===== config.mk =====
export PLATFORM = sky130hd
export DESIGN_NAME = rgb_to_hue_index_top
export DESIGN_NICKNAME = d
export VERILOG_FILES = /design/src/rthi_pkg.sv /design/src/rthi_front.sv /design/src/rthi_queue.sv /design/src/rthi_back.sv /design/src/rgb_to_hue_index_top.sv
export SDC_FILE = /design/constraint.sdc
export NUM_CORES = 1
export LEC_CHECK = 0
export ABC_AREA = 1
export BUFFER_PORTS_ARGS = -buffer_cell sky130_fd_sc_hd__buf_2
export CAP_MARGIN = 5
export CORE_MARGIN = 2
export CORE_UTILIZATION = 44
export CTS_BUF_LIST = sky130_fd_sc_hd__clkbuf_8
export CTS_CLUSTER_DIAMETER = 40
export DETAILED_ROUTE_END_ITERATION = 16
export SLEW_MARGIN = 5
export SYNTH_ARGS = -nofsm -noshare
export SYNTH_HDL_FRONTEND = slang
export SYNTH_SLANG_ARGS = --single-unit

===== constraint.sdc =====
create_clock -name clock -period 8 [get_ports clock]
set_input_delay 1.6 -clock clock [delete_from_list [all_inputs] [get_ports clock]]
set_output_delay 1.6 -clock clock [all_outputs]
set_load 0.01 [all_outputs]

===== src/rthi_pkg.sv =====
// shared types and constants for the rgb to hue index converter
// no dependencies; imported by every module of the block
package rthi_pkg;

   localparam int COLOR_W     = 24;
   localparam int CHAN_W      = 8;
   localparam int HUE_W       = 11;
   localparam int NUM_W       = 2 * CHAN_W;
   localparam int DIV_STEPS   = CHAN_W;
   localparam int QUEUE_DEPTH = 4;
   localparam int QUEUE_PTR_W = $clog2(QUEUE_DEPTH);

   localparam logic [CHAN_W-1:0] FULL_LEVEL = 8'hFF;
   localparam logic [HUE_W-1:0]  HUE_MAX    = 11'd1535;

   // channel that gets cleared before the sector lookup
   typedef enum logic [1:0] {
      CLR_RED   = 2'd0,
      CLR_GREEN = 2'd1,
      CLR_BLUE  = 2'd2
   } clear_sel_type;

   // classified word; acc starts as mid*255 and becomes the quotient
   typedef struct packed {
      logic [NUM_W-1:0]  acc;
      logic [CHAN_W-1:0] peak;
      clear_sel_type     clr;
      logic              r_peak;
      logic              g_peak;
      logic              b_peak;
      logic              grey;
   } hue_item_type;

endpackage


===== src/rthi_front.sv =====
// front end: accepts colour words, finds peak, cleared channel and divide operand
// depends on rthi_pkg
module rthi_front
   import rthi_pkg::*;
(
   input  logic               clock,
   input  logic               reset,
   input  logic               req_push,
   output logic               req_full,
   input  logic [COLOR_W-1:0] req_color_word,
   output logic               out_valid,
   input  logic               out_ready,
   output hue_item_type       out_item
);

   logic [CHAN_W-1:0] r, g, b;
   logic [CHAN_W-1:0] peak, low, mid;
   clear_sel_type     clr;
   hue_item_type      item;

   logic              fr_vld_ff, fr_vld_in;
   hue_item_type      fr_item_ff;

   assign r = req_color_word[7:0];
   assign g = req_color_word[15:8];
   assign b = req_color_word[23:16];

   always_comb begin
      peak = r;
      if (g > peak) peak = g;
      if (b > peak) peak = b;

      low = r;
      clr = CLR_RED;
      if (g < low) begin
         low = g;
         clr = CLR_GREEN;
      end
      if (b < low) begin
         low = b;
         clr = CLR_BLUE;
      end

      // smaller of the two channels that survive the clear
      case (clr)
         CLR_RED:   mid = (g < b) ? g : b;
         CLR_GREEN: mid = (r < b) ? r : b;
         CLR_BLUE:  mid = (r < g) ? r : g;
         default:   mid = low;
      endcase

      item.acc    = {mid, {CHAN_W{1'b0}}} - {{CHAN_W{1'b0}}, mid};
      item.peak   = peak;
      item.clr    = clr;
      item.r_peak = (r == peak);
      item.g_peak = (g == peak);
      item.b_peak = (b == peak);
      item.grey   = (r == g) && (g == b);
   end

   assign req_full  = fr_vld_ff && !out_ready;
   assign fr_vld_in = req_full ? fr_vld_ff : req_push;

   always_ff @(posedge clock) begin
      if (reset) begin
         fr_vld_ff <= 1'b0;
      end else begin
         fr_vld_ff <= fr_vld_in;
      end
   end

   always_ff @(posedge clock) begin
      if (req_push && !req_full) begin
         fr_item_ff <= item;
      end
   end

   assign out_valid = fr_vld_ff;
   assign out_item  = fr_item_ff;

endmodule


===== src/rthi_queue.sv =====
// short register queue between the front end and the divide pipeline
// depends on rthi_pkg
module rthi_queue
   import rthi_pkg::*;
(
   input  logic         clock,
   input  logic         reset,
   input  logic         in_valid,
   output logic         in_ready,
   input  hue_item_type in_item,
   output logic         out_valid,
   input  logic         out_ready,
   output hue_item_type out_item
);

   hue_item_type           slot_ff [QUEUE_DEPTH];
   logic [QUEUE_PTR_W-1:0] wr_ptr_ff, wr_ptr_in;
   logic [QUEUE_PTR_W-1:0] rd_ptr_ff, rd_ptr_in;
   logic [QUEUE_PTR_W:0]   cnt_ff, cnt_in;
   logic                   push, pop;

   assign in_ready  = (cnt_ff != QUEUE_DEPTH[QUEUE_PTR_W:0]);
   assign out_valid = (cnt_ff != '0);
   assign out_item  = slot_ff[rd_ptr_ff];

   assign push = in_valid && in_ready;
   assign pop  = out_valid && out_ready;

   always_comb begin
      wr_ptr_in = push ? wr_ptr_ff + 1'b1 : wr_ptr_ff;
      rd_ptr_in = pop ? rd_ptr_ff + 1'b1 : rd_ptr_ff;
      case ({push, pop})
         2'b10:   cnt_in = cnt_ff + 1'b1;
         2'b01:   cnt_in = cnt_ff - 1'b1;
         default: cnt_in = cnt_ff;
      endcase
   end

   always_ff @(posedge clock) begin
      if (reset) begin
         wr_ptr_ff <= '0;
         rd_ptr_ff <= '0;
         cnt_ff    <= '0;
      end else begin
         wr_ptr_ff <= wr_ptr_in;
         rd_ptr_ff <= rd_ptr_in;
         cnt_ff    <= cnt_in;
      end
   end

   always_ff @(posedge clock) begin
      if (push) begin
         slot_ff[wr_ptr_ff] <= in_item;
      end
   end

endmodule


===== src/rthi_back.sv =====
// back end: restoring divide pipeline, one quotient bit per stage, then sector map
// depends on rthi_pkg
module rthi_back
   import rthi_pkg::*;
(
   input  logic              clock,
   input  logic              reset,
   input  logic              in_valid,
   output logic              in_ready,
   input  hue_item_type      in_item,
   output logic              out_empty,
   input  logic              out_pop,
   output logic [HUE_W-1:0]  out_hue_index,
   output logic [CHAN_W-1:0] out_intensity_level
);

   // acc holds {remainder, numerator bits left, quotient bits so far}
   function automatic logic [NUM_W-1:0] div_step(input logic [NUM_W-1:0] acc,
                                                 input logic [CHAN_W-1:0] div);
      logic [CHAN_W:0] t;
      logic [CHAN_W:0] diff;
      logic            ge;
      logic [CHAN_W-1:0] rem;
      t    = {acc[NUM_W-1:CHAN_W], acc[CHAN_W-1]};
      diff = t - {1'b0, div};
      ge   = (t >= {1'b0, div});
      rem  = ge ? diff[CHAN_W-1:0] : t[CHAN_W-1:0];
      return {rem, acc[CHAN_W-2:0], ge};
   endfunction

   function automatic logic [HUE_W-1:0] sector_map(input logic [CHAN_W-1:0] sr,
                                                   input logic [CHAN_W-1:0] sg,
                                                   input logic [CHAN_W-1:0] sb);
      logic [HUE_W-1:0] hue;
      if (sr == FULL_LEVEL && sb == '0) begin
         hue = {3'b000, sg};
      end else if (sg == FULL_LEVEL && sb == '0) begin
         hue = 11'd511 - {3'b000, sr};
      end else if (sg == FULL_LEVEL && sr == '0) begin
         hue = 11'd512 + {3'b000, sb};
      end else if (sb == FULL_LEVEL && sr == '0) begin
         hue = 11'd1023 - {3'b000, sg};
      end else if (sb == FULL_LEVEL && sg == '0) begin
         hue = 11'd1024 + {3'b000, sr};
      end else if (sr == FULL_LEVEL && sg == '0) begin
         hue = HUE_MAX - {3'b000, sb};
      end else begin
         hue = '0;
      end
      return hue;
   endfunction

   hue_item_type          st_ff  [DIV_STEPS];
   hue_item_type          st_in  [DIV_STEPS];
   logic [DIV_STEPS-1:0]  vld_ff, vld_in;
   logic [DIV_STEPS-1:0]  adv;
   logic                  out_adv;

   logic                  out_vld_ff, out_vld_in;
   logic [HUE_W-1:0]      out_hue_ff, out_hue_in;
   logic [CHAN_W-1:0]     out_level_ff;

   hue_item_type          last;
   logic [CHAN_W-1:0]     quot;
   logic [CHAN_W-1:0]     sr, sg, sb;

   // a stage moves when it is empty or the one after it moves
   always_comb begin
      out_adv = !out_vld_ff || out_pop;
      adv[DIV_STEPS-1] = !vld_ff[DIV_STEPS-1] || out_adv;
      for (int k = DIV_STEPS - 2; k >= 0; k--) begin
         adv[k] = !vld_ff[k] || adv[k+1];
      end
   end

   assign in_ready = adv[0];

   always_comb begin
      st_in[0]     = in_item;
      st_in[0].acc = div_step(in_item.acc, in_item.peak);
      vld_in[0]    = adv[0] ? in_valid : vld_ff[0];
      for (int k = 1; k < DIV_STEPS; k++) begin
         st_in[k]     = st_ff[k-1];
         st_in[k].acc = div_step(st_ff[k-1].acc, st_ff[k-1].peak);
         vld_in[k]    = adv[k] ? vld_ff[k-1] : vld_ff[k];
      end
   end

   always_ff @(posedge clock) begin
      if (reset) begin
         vld_ff <= '0;
      end else begin
         vld_ff <= vld_in;
      end
   end

   always_ff @(posedge clock) begin
      for (int k = 0; k < DIV_STEPS; k++) begin
         if (adv[k]) begin
            st_ff[k] <= st_in[k];
         end
      end
   end

   // peak channel scales to full, cleared one to zero, the other to the quotient
   always_comb begin
      last = st_ff[DIV_STEPS-1];
      quot = last.acc[CHAN_W-1:0];
      sr   = (last.clr == CLR_RED)   ? '0 : (last.r_peak ? FULL_LEVEL : quot);
      sg   = (last.clr == CLR_GREEN) ? '0 : (last.g_peak ? FULL_LEVEL : quot);
      sb   = (last.clr == CLR_BLUE)  ? '0 : (last.b_peak ? FULL_LEVEL : quot);
      out_hue_in = last.grey ? '0 : sector_map(sr, sg, sb);
      out_vld_in = out_adv ? vld_ff[DIV_STEPS-1] : out_vld_ff;
   end

   always_ff @(posedge clock) begin
      if (reset) begin
         out_vld_ff <= 1'b0;
      end else begin
         out_vld_ff <= out_vld_in;
      end
   end

   always_ff @(posedge clock) begin
      if (out_adv) begin
         out_hue_ff   <= out_hue_in;
         out_level_ff <= last.peak;
      end
   end

   assign out_empty           = !out_vld_ff;
   assign out_hue_index       = out_hue_ff;
   assign out_intensity_level = out_level_ff;

endmodule


===== src/rgb_to_hue_index_top.sv =====
// channel   dir  handshake                  payload
// req       in   req_push / req_full        req_color_word[23:0]
// rsp       out  rsp_empty / rsp_pop        rsp_hue_index[10:0], rsp_intensity_level[7:0]
//
// one word per cycle sustained while rsp_pop keeps up; each word passes, in order:
// front register, queue, eight divide stages (one quotient bit each), output register
// synchronous reset empties every stage; req_full is low the cycle after reset
// a stalled result side fills the divide pipeline, then the queue, then raises req_full
//
// top level of the rgb to hue index converter
// depends on rthi_pkg, rthi_front, rthi_queue, rthi_back
module rgb_to_hue_index_top
   import rthi_pkg::*;
(
   input  logic               clock,
   input  logic               reset,
   input  logic               req_push,
   output logic               req_full,
   input  logic [COLOR_W-1:0] req_color_word,
   output logic               rsp_empty,
   input  logic               rsp_pop,
   output logic [HUE_W-1:0]   rsp_hue_index,
   output logic [CHAN_W-1:0]  rsp_intensity_level
);

   logic         fr_valid, fr_ready;
   hue_item_type fr_item;
   logic         q_valid, q_ready;
   hue_item_type q_item;

   rthi_front u_front (
      .clock          (clock),
      .reset          (reset),
      .req_push       (req_push),
      .req_full       (req_full),
      .req_color_word (req_color_word),
      .out_valid      (fr_valid),
      .out_ready      (fr_ready),
      .out_item       (fr_item)
   );

   rthi_queue u_queue (
      .clock     (clock),
      .reset     (reset),
      .in_valid  (fr_valid),
      .in_ready  (fr_ready),
      .in_item   (fr_item),
      .out_valid (q_valid),
      .out_ready (q_ready),
      .out_item  (q_item)
   );

   rthi_back u_back (
      .clock               (clock),
      .reset               (reset),
      .in_valid            (q_valid),
      .in_ready            (q_ready),
      .in_item             (q_item),
      .out_empty           (rsp_empty),
      .out_pop             (rsp_pop),
      .out_hue_index       (rsp_hue_index),
      .out_intensity_level (rsp_intensity_level)
   );

`ifndef SYNTHESIS
   a_hue_range: assert property (@(posedge clock) disable iff (reset)
      !rsp_empty |-> rsp_hue_index <= HUE_MAX)
      else $error("hue index beyond wheel");

   a_black_hue: assert property (@(posedge clock) disable iff (reset)
      (!rsp_empty && rsp_intensity_level == '0) |-> rsp_hue_index == '0)
      else $error("black word with nonzero hue");

   a_reset_empty: assert property (@(posedge clock)
      reset |=> rsp_empty)
      else $error("result side not empty after reset");

   a_reset_ready: assert property (@(posedge clock)
      reset |=> !req_full)
      else $error("input side full after reset");
`endif

endmodule

# --- After elaboration in Yosys (flattened, before gate mapping) ---
# Memory sizes are Yosys's and may differ from the RTL's. A register that Yosys moved wholly into a read port is not among the register bits.
# Cells that the tools add are included.
word_totals:
  register_bits: 66
  latch_bits: 0
  mem_bits_rw: 360
  romBits: 0
  out_inout_bits: 21
  mem_count: 2
mem_list:
  columns: ["memory", "depth", "width", "rd", "rd_clocked_by_memory_dff", "write_ports", "line", "text"]
  rows:
  - ["u_back.st_ff", 8, 30, 8, 0, 8, "rthi_back.sv:53", "hue_item_type st_ff [DIV_STEPS];"]
  - ["u_queue.slot_ff", 4, 30, 1, 1, 1, "rthi_queue.sv:16", "hue_item_type slot_ff [QUEUE_DEPTH];"]
classes:
  addsub: 18
  mul: 0
  n_div: 0
  magnitude_cmp: 15
  eq_ne: 15
  shifts: 0
  muxes: 51
  n_bitwise: 0
  n_reduce_logical: 39
ops:
  columns: ["operator", "n"]
  rows:
  - ["two-way mux 8 bit", 22]
  - [">= comparator 9 x 8 -> 1 bit", 8]
  - ["subtractor 8 bit", 8]
  - ["two-way mux 11 bit", 5]
  - ["== test 8 bit", 5]
  - ["< comparator 8 bit", 5]
  - ["== test 8 bit, second input constant", 3]
  - ["logical NOT 8 bit", 3]
  - ["case mux 8 bit (3 select lines)", 1]
  - ["two-way mux 1 bit", 19]
  - ["greater-than comparator 8 bit", 2]
  - ["subtractor 16 x 8 -> 16 bit", 1]
  - ["adder 10 x 8 -> 11 bit, first input constant", 1]
  - ["adder 11 x 8 -> 11 bit, first input constant", 1]
  - ["logical AND 1 bit", 11]
  - ["logical NOT 1 bit", 11]
  - ["subtractor 10 x 8 -> 11 bit, first input constant", 1]
  - ["subtractor 11 x 8 -> 11 bit, first input constant", 1]
  - ["subtractor 9 x 8 -> 10 bit, first input constant", 1]
  - ["logical OR 1 bit", 9]
  - ["== test 2 x 1 -> 1 bit, second input constant", 3]
  - ["== test 2 bit, second input constant", 3]
  - ["two-way mux 2 bit", 3]
  - ["case mux 3 bit (2 select lines)", 1]
  - ["other kinds (8)", 10]

# --- Logic depth before layout (Yosys ltp) ---
logic_depth:
  word_depth: 13
  ltp_mapped: 31
  depth_no_buf: 29

# --- By module ---
# From an unflattened synthesis, not the netlist that was laid out.
unflattened:
  cells_unflattened: 1864
  hier_area_um2: 20458.4
by_module_without_submodules:
  columns: ["module", "instances", "cells_per_inst", "area_each_um2", "seq_area_each_um2"]
  rows:
  - ["rthi_back", 1, 1055, 12174.2, 7717.4]
  - ["rthi_queue", 1, 359, 5003.5, 3783.6]
  - ["rthi_front", 1, 450, 3280.6, 920.9]

# --- Worst setup path after synthesis ---
# Ideal clock, no wire load.
synth_timing:
  path_kind: "in2reg"
  start: "input port rsp_pop"
  end: "register u_queue.cnt_ff[2]"
  setup_time_ns: 0.058
  arrival_ns: 6.357
  required_ns: 7.942
  path_slack_ns: 1.586
  path_stages: 25
  path_buffers: 0
  path_cell_list: "nor2_2 inv_2 nor2_1 inv_2 nor2_2 inv_2 nor2_1 inv_2 nor2_2 inv_2 nor2_1 inv_2 nor2_2 inv_2 nor2_1 inv_2 nor2_2 nor2_2 ha_1 inv_1 fa_1 a21oi_1 o21ai_0 a21oi_1 o21a_1"
synth_via:
  elab_chain_len: 12
  elab_cells_between_ends: 14
  classes_between: "eq/ne (2); mux (1); reduce/logical (11)"
synth_rtl:
  columns: ["element", "line", "text"]
  rows:
  - ["start, declared", "rgb_to_hue_index_top.sv:21", "input logic rsp_pop,"]
  - ["logical OR 1 bit *", "rthi_back.sv:69", "out_adv = !out_vld_ff || out_pop;"]
  - ["via u_back.out_adv", "rthi_back.sv:57", "logic out_adv;"]
  - ["logical OR 1 bit *", "rthi_back.sv:70", "adv[DIV_STEPS-1] = !vld_ff[DIV_STEPS-1] || out_adv;"]
  - ["via u_back.adv[7]", "rthi_back.sv:56", "logic [DIV_STEPS-1:0] adv;"]
  - ["logical OR 1 bit *", "rthi_back.sv:72", "adv[k] = !vld_ff[k] || adv[k+1];"]
  - ["via u_back.adv[6]", "rthi_back.sv:56", null]
  - ["logical OR 1 bit *", "rthi_back.sv:72", null]
  - ["via u_back.adv[5]", "rthi_back.sv:56", null]
  - ["(+1 left out)", null, null]
  - ["via u_back.adv[4]", "rthi_back.sv:56", null]
  - ["(+1 left out)", null, null]
  - ["via u_back.adv[3]", "rthi_back.sv:56", null]
  - ["(+1 left out)", null, null]
  - ["via u_back.adv[2]", "rthi_back.sv:56", null]
  - ["logical OR 1 bit *", "rthi_back.sv:72", null]
  - ["via u_back.adv[1]", "rthi_back.sv:56", null]
  - ["logical OR 1 bit *", "rthi_back.sv:72", null]
  - ["logical AND 1 bit *", "rthi_queue.sv:27", "assign pop = out_valid && out_ready;"]
  - ["via u_queue.pop", "rthi_queue.sv:20", "logic push, pop;"]
  - ["== test 2 x 1 -> 1 bit or == test 2 bit (tied branches)", "rthi_queue.sv:32", "case ({push, pop})"]
  - ["case mux 3 bit (2 select lines) or nonzero test 2 bit (tied branches)", null, null]
  - ["end signal, assigned", "rthi_queue.sv:47", "cnt_ff <= cnt_in;"]
  - ["end, declared", "rthi_queue.sv:19", "logic [QUEUE_PTR_W:0] cnt_ff, cnt_in;"]
# Mark *: on every way through the listed nets, which the timed path passes. The rest lies on a longest branch.
# A chain may end at the register's enable or synchronous reset.

# --- Worst setup path after layout ---
# Ends and elaborated chain as after synthesis.

==> metrics.yaml <==
cts:
  cts_buffers: 74
  clockRootBuffer: "clkbuf_8"
  cts_tree: "yes"
  postCtsSetupBuffers: 0
  clockBufferDepth: 3
  clk_pin_slew_ps: 60
  htreeDepth: 3
  worstSkewPairLatency_ps: 610
  hold_buffers: 0
  cts_resized: 0
  numClockSinks: 420
cells_and_area:
  syn2layout_area_growth_pct: 11.6
  stdcell_area_um2: 22100
  fin_util_pct: 49.9
  nNetsFinal: 1980
  drive_above_1_share_pct: 11.7
logic_synthesis:
  synthTopCellsByCount: "edfxtp_1, nand2_1, inv_1, nor2_1, a21oi_1"
  netlist_area_um2: 19800
  synth_edf_count: 401
  synth_most_common_cell: "edfxtp_1"
  synthDominantCellAreaShare_pct: 60.7
  ys_types: 57
  yosys.area.top_type: "edfxtp_1"
  synthCells: 1737
  synth.area.top_cells: "edfxtp_1, ha_1, nand2_1, inv_1, a21oi_1"
  synthArstFlopShare_pct: 0
  yosys_warnings: 0
  synthesis.nets: 1882
  ys_ff_latch: 420
  synth_top_flop_cell: "edfxtp_1"
  syn_area_per_cell_um2: 11.4
  yosysSeqAreaShare_pct: 62.6
grt:
  overflow: 0
  grt_first_pass_wirelength_um: 64700
  grt.total_usage_pct: 17.3
  grt_pass1_vias: 12874
  antenna_found_initial: 1
  grt_max_degree: 61
floorplanning:
  io_pins: 49
  dieWidth_um: 216
  core_region_area_um2: 44300
  start_util_pct: 44.7
  die_area_um2: 46800
  num_rows: 77
  fp.dieH_um: 216
worst_setup_path:
  worstPathRequired_ps: 8560
  reg2reg_depth: 26
  worst-r2r-setup-slack_ps: 2860
  cpPeakStageDelay_ps: 510
  end_kind: "flop"
  timing.rr.end: "u_queue.cnt_ff[2]"
  reg2reg_from: "u_back.out_vld_ff"
  cp_max_fo: 32
  crit_family: "buffers and inverters"
  crit_path_frequent_cell: "inv_2"
  critPathArrivalTime_ps: 6420
  worstSetupStartpointType: "input pin"
  criticalPathCategory: "in2reg"
  slowest_stage: "inv_2"
  path_buf_inv: 10
timing:
  whs_ps: 403
  finClkSkew_ps: 22.5
  slew_violations: 0
  rsz0062_at_grt: "false"
  slew_headroom_pct: 21.0
  layout_setup_ws_ps: 2130
  hold_viol_final: 0
  min_period_ps: 5870
  worstMarginPinSlew_ps: 1180
  fmax_ghz: 0.170
  setup_viol: 0
  period_share_pct: 73.3
  final.setup.tns_ps: 0
min_path:
  hold_depth: 0
  min_from: "u_back.st_ff[0][16]"
  min_path_type: "reg2reg"
  worst_hold_path.endpoint: "u_back.st_ff[0][47]"
detailed_routing:
  post-route-drc-count: 0
  first_pass_iters: 5
  routed_wl_um: 39400
  drt-initial-drc-count: 765
  wl_per_cell_um: 15.9
  ant_nets: 0
  via_per_inst: 5.09
  vias: 12601
placed_design:
  finalWeightedCongestion: 0.898
  place_hpwl_um: 28000
  postPlaceCellArea_um2: 20700
  numPortBuffers: 48
  dp_slack_ps: 1360
flow_run:
  drv_cap: 0
outcome:
  status: "finished, final reports clean"
pwr:
  p_leak_uw: 0.00914
  power_density_nw_per_um2: 407
  irDropWorstVdd_uv: 149
## through the flow
step / power [uW] / cells
after detailed placement: 7220 / 2351
after global placement: 7090 / 2351
after global routing: 9750 / 2478
final: 9010 / 2478
after floorplan: 6310 / 1737
after CTS: 9120 / 2477
## how the worst max path moves through the flow
stage	from	end	slack, ps	cells after the start
after floorplan	rsp_pop	u_queue.cnt_ff[2]	1590	25
after global placement	rsp_pop	u_queue.cnt_ff[2]	1470	26
after detailed placement	rsp_pop	u_queue.cnt_ff[2]	1360	26
after CTS	rsp_pop	u_queue.cnt_ff[2]	2030	26
after global routing	rsp_pop	u_queue.cnt_ff[2]	1590	26
final	rsp_pop	u_queue.cnt_ff[2]	2130	26
## registers in the layout, indices dropped and copies added, names as in the netlist, named ones only
name / flops
u_front.out_valid: 1
u_back.out_hue_index: 11
u_front.out_item: 30
u_queue.slot_ff: 120
u_queue.cnt_ff: 3
u_back.st_ff: 232
u_queue.wr_ptr_ff: 2
u_back.out_intensity_level: 8
u_back.vld_ff: 8
u_queue.rd_ptr_ff: 2
u_back.out_vld_ff: 1
## area by class of cell
cell class / count / area [um2]
diodes: 1 / 2.50
clock buffers: 77 / 1060
clock inverters: 49 / 334
fillers: 3964 / 22200
inverters: 229 / 860
multi-input cells: 1049 / 6380
flip-flops and latches: 420 / 12400
well taps: 592 / 741
repair buffers: 61 / 338
## power by group
part	total, uW	switching (uW)	internal [uW]
combinational	3300	2050	1240
clock	1860	834	1020
sequential	3860	337	3520
total	9010	3230	5790
## routing by layer
| layer | global-route usage, % | wire length [um] | vias up |
|---|---|---|---|
| li1 | - | - | 6311 |
| met5 | 0 | 0 | - |
| met1 | 19.8 | 16100 | 5932 |
| met3 | 2.91 | 1440 | 110 |
| met2 | 31.4 | 20300 | 248 |
| met4 | 8.36 | 1470 | 0 |
## cells by family (layout without fill, tap and decap cells)
| group | after synthesis | in the layout | share of synthesized area, % |
|---|---|---|---|
| AO/OA/AOI/OAI | 344 | 344 | 9.85 |
| XOR/XNOR | 54 | 54 | 2.39 |
| adder cells (fa/ha/maj) | 117 | 117 | 7.69 |
| buffers and inverters | 268 | 416 | 5.24 |
| flip-flops | 420 | 420 | 62.6 |
| multiplexers | 1 | 1 | 0.0505 |
| other | 0 | 1 | 0 |
| AND/OR/NAND/NOR | 533 | 533 | 12.1 |
## placed cells by master, fill, tap and decap left out, types with 8 or more instances in the layout
| cell type | synthesis | final |
|---|---|---|
| a21oi_1 | 148 | 148 |
| a32oi_1 | 8 | 8 |
| buf_2 | 8 | 48 |
| buf_4 | 2 | 13 |
| clkbuf_8 | 0 | 77 |
| clkinv_1 | 2 | 12 |
| dfxtp_1 | 19 | 18 |
| edfxtp_1 | 401 | 401 |
| fa_1 | 8 | 8 |
| ha_1 | 109 | 109 |
| inv_1 | 213 | 234 |
| inv_2 | 14 | 14 |
| nand2_1 | 226 | 226 |
| nand3_1 | 31 | 31 |
| nand4_1 | 33 | 33 |
| nor2_1 | 174 | 170 |
| nor2_2 | 14 | 18 |
| nor3_1 | 8 | 8 |
| nor4_1 | 10 | 10 |
| o211ai_1 | 12 | 12 |
| o21ai_0 | 105 | 105 |
| o21bai_1 | 8 | 8 |
| o22ai_1 | 20 | 20 |
| xnor2_1 | 16 | 16 |
| xor2_1 | 38 | 38 |
(Power assumes the default switching activity.)
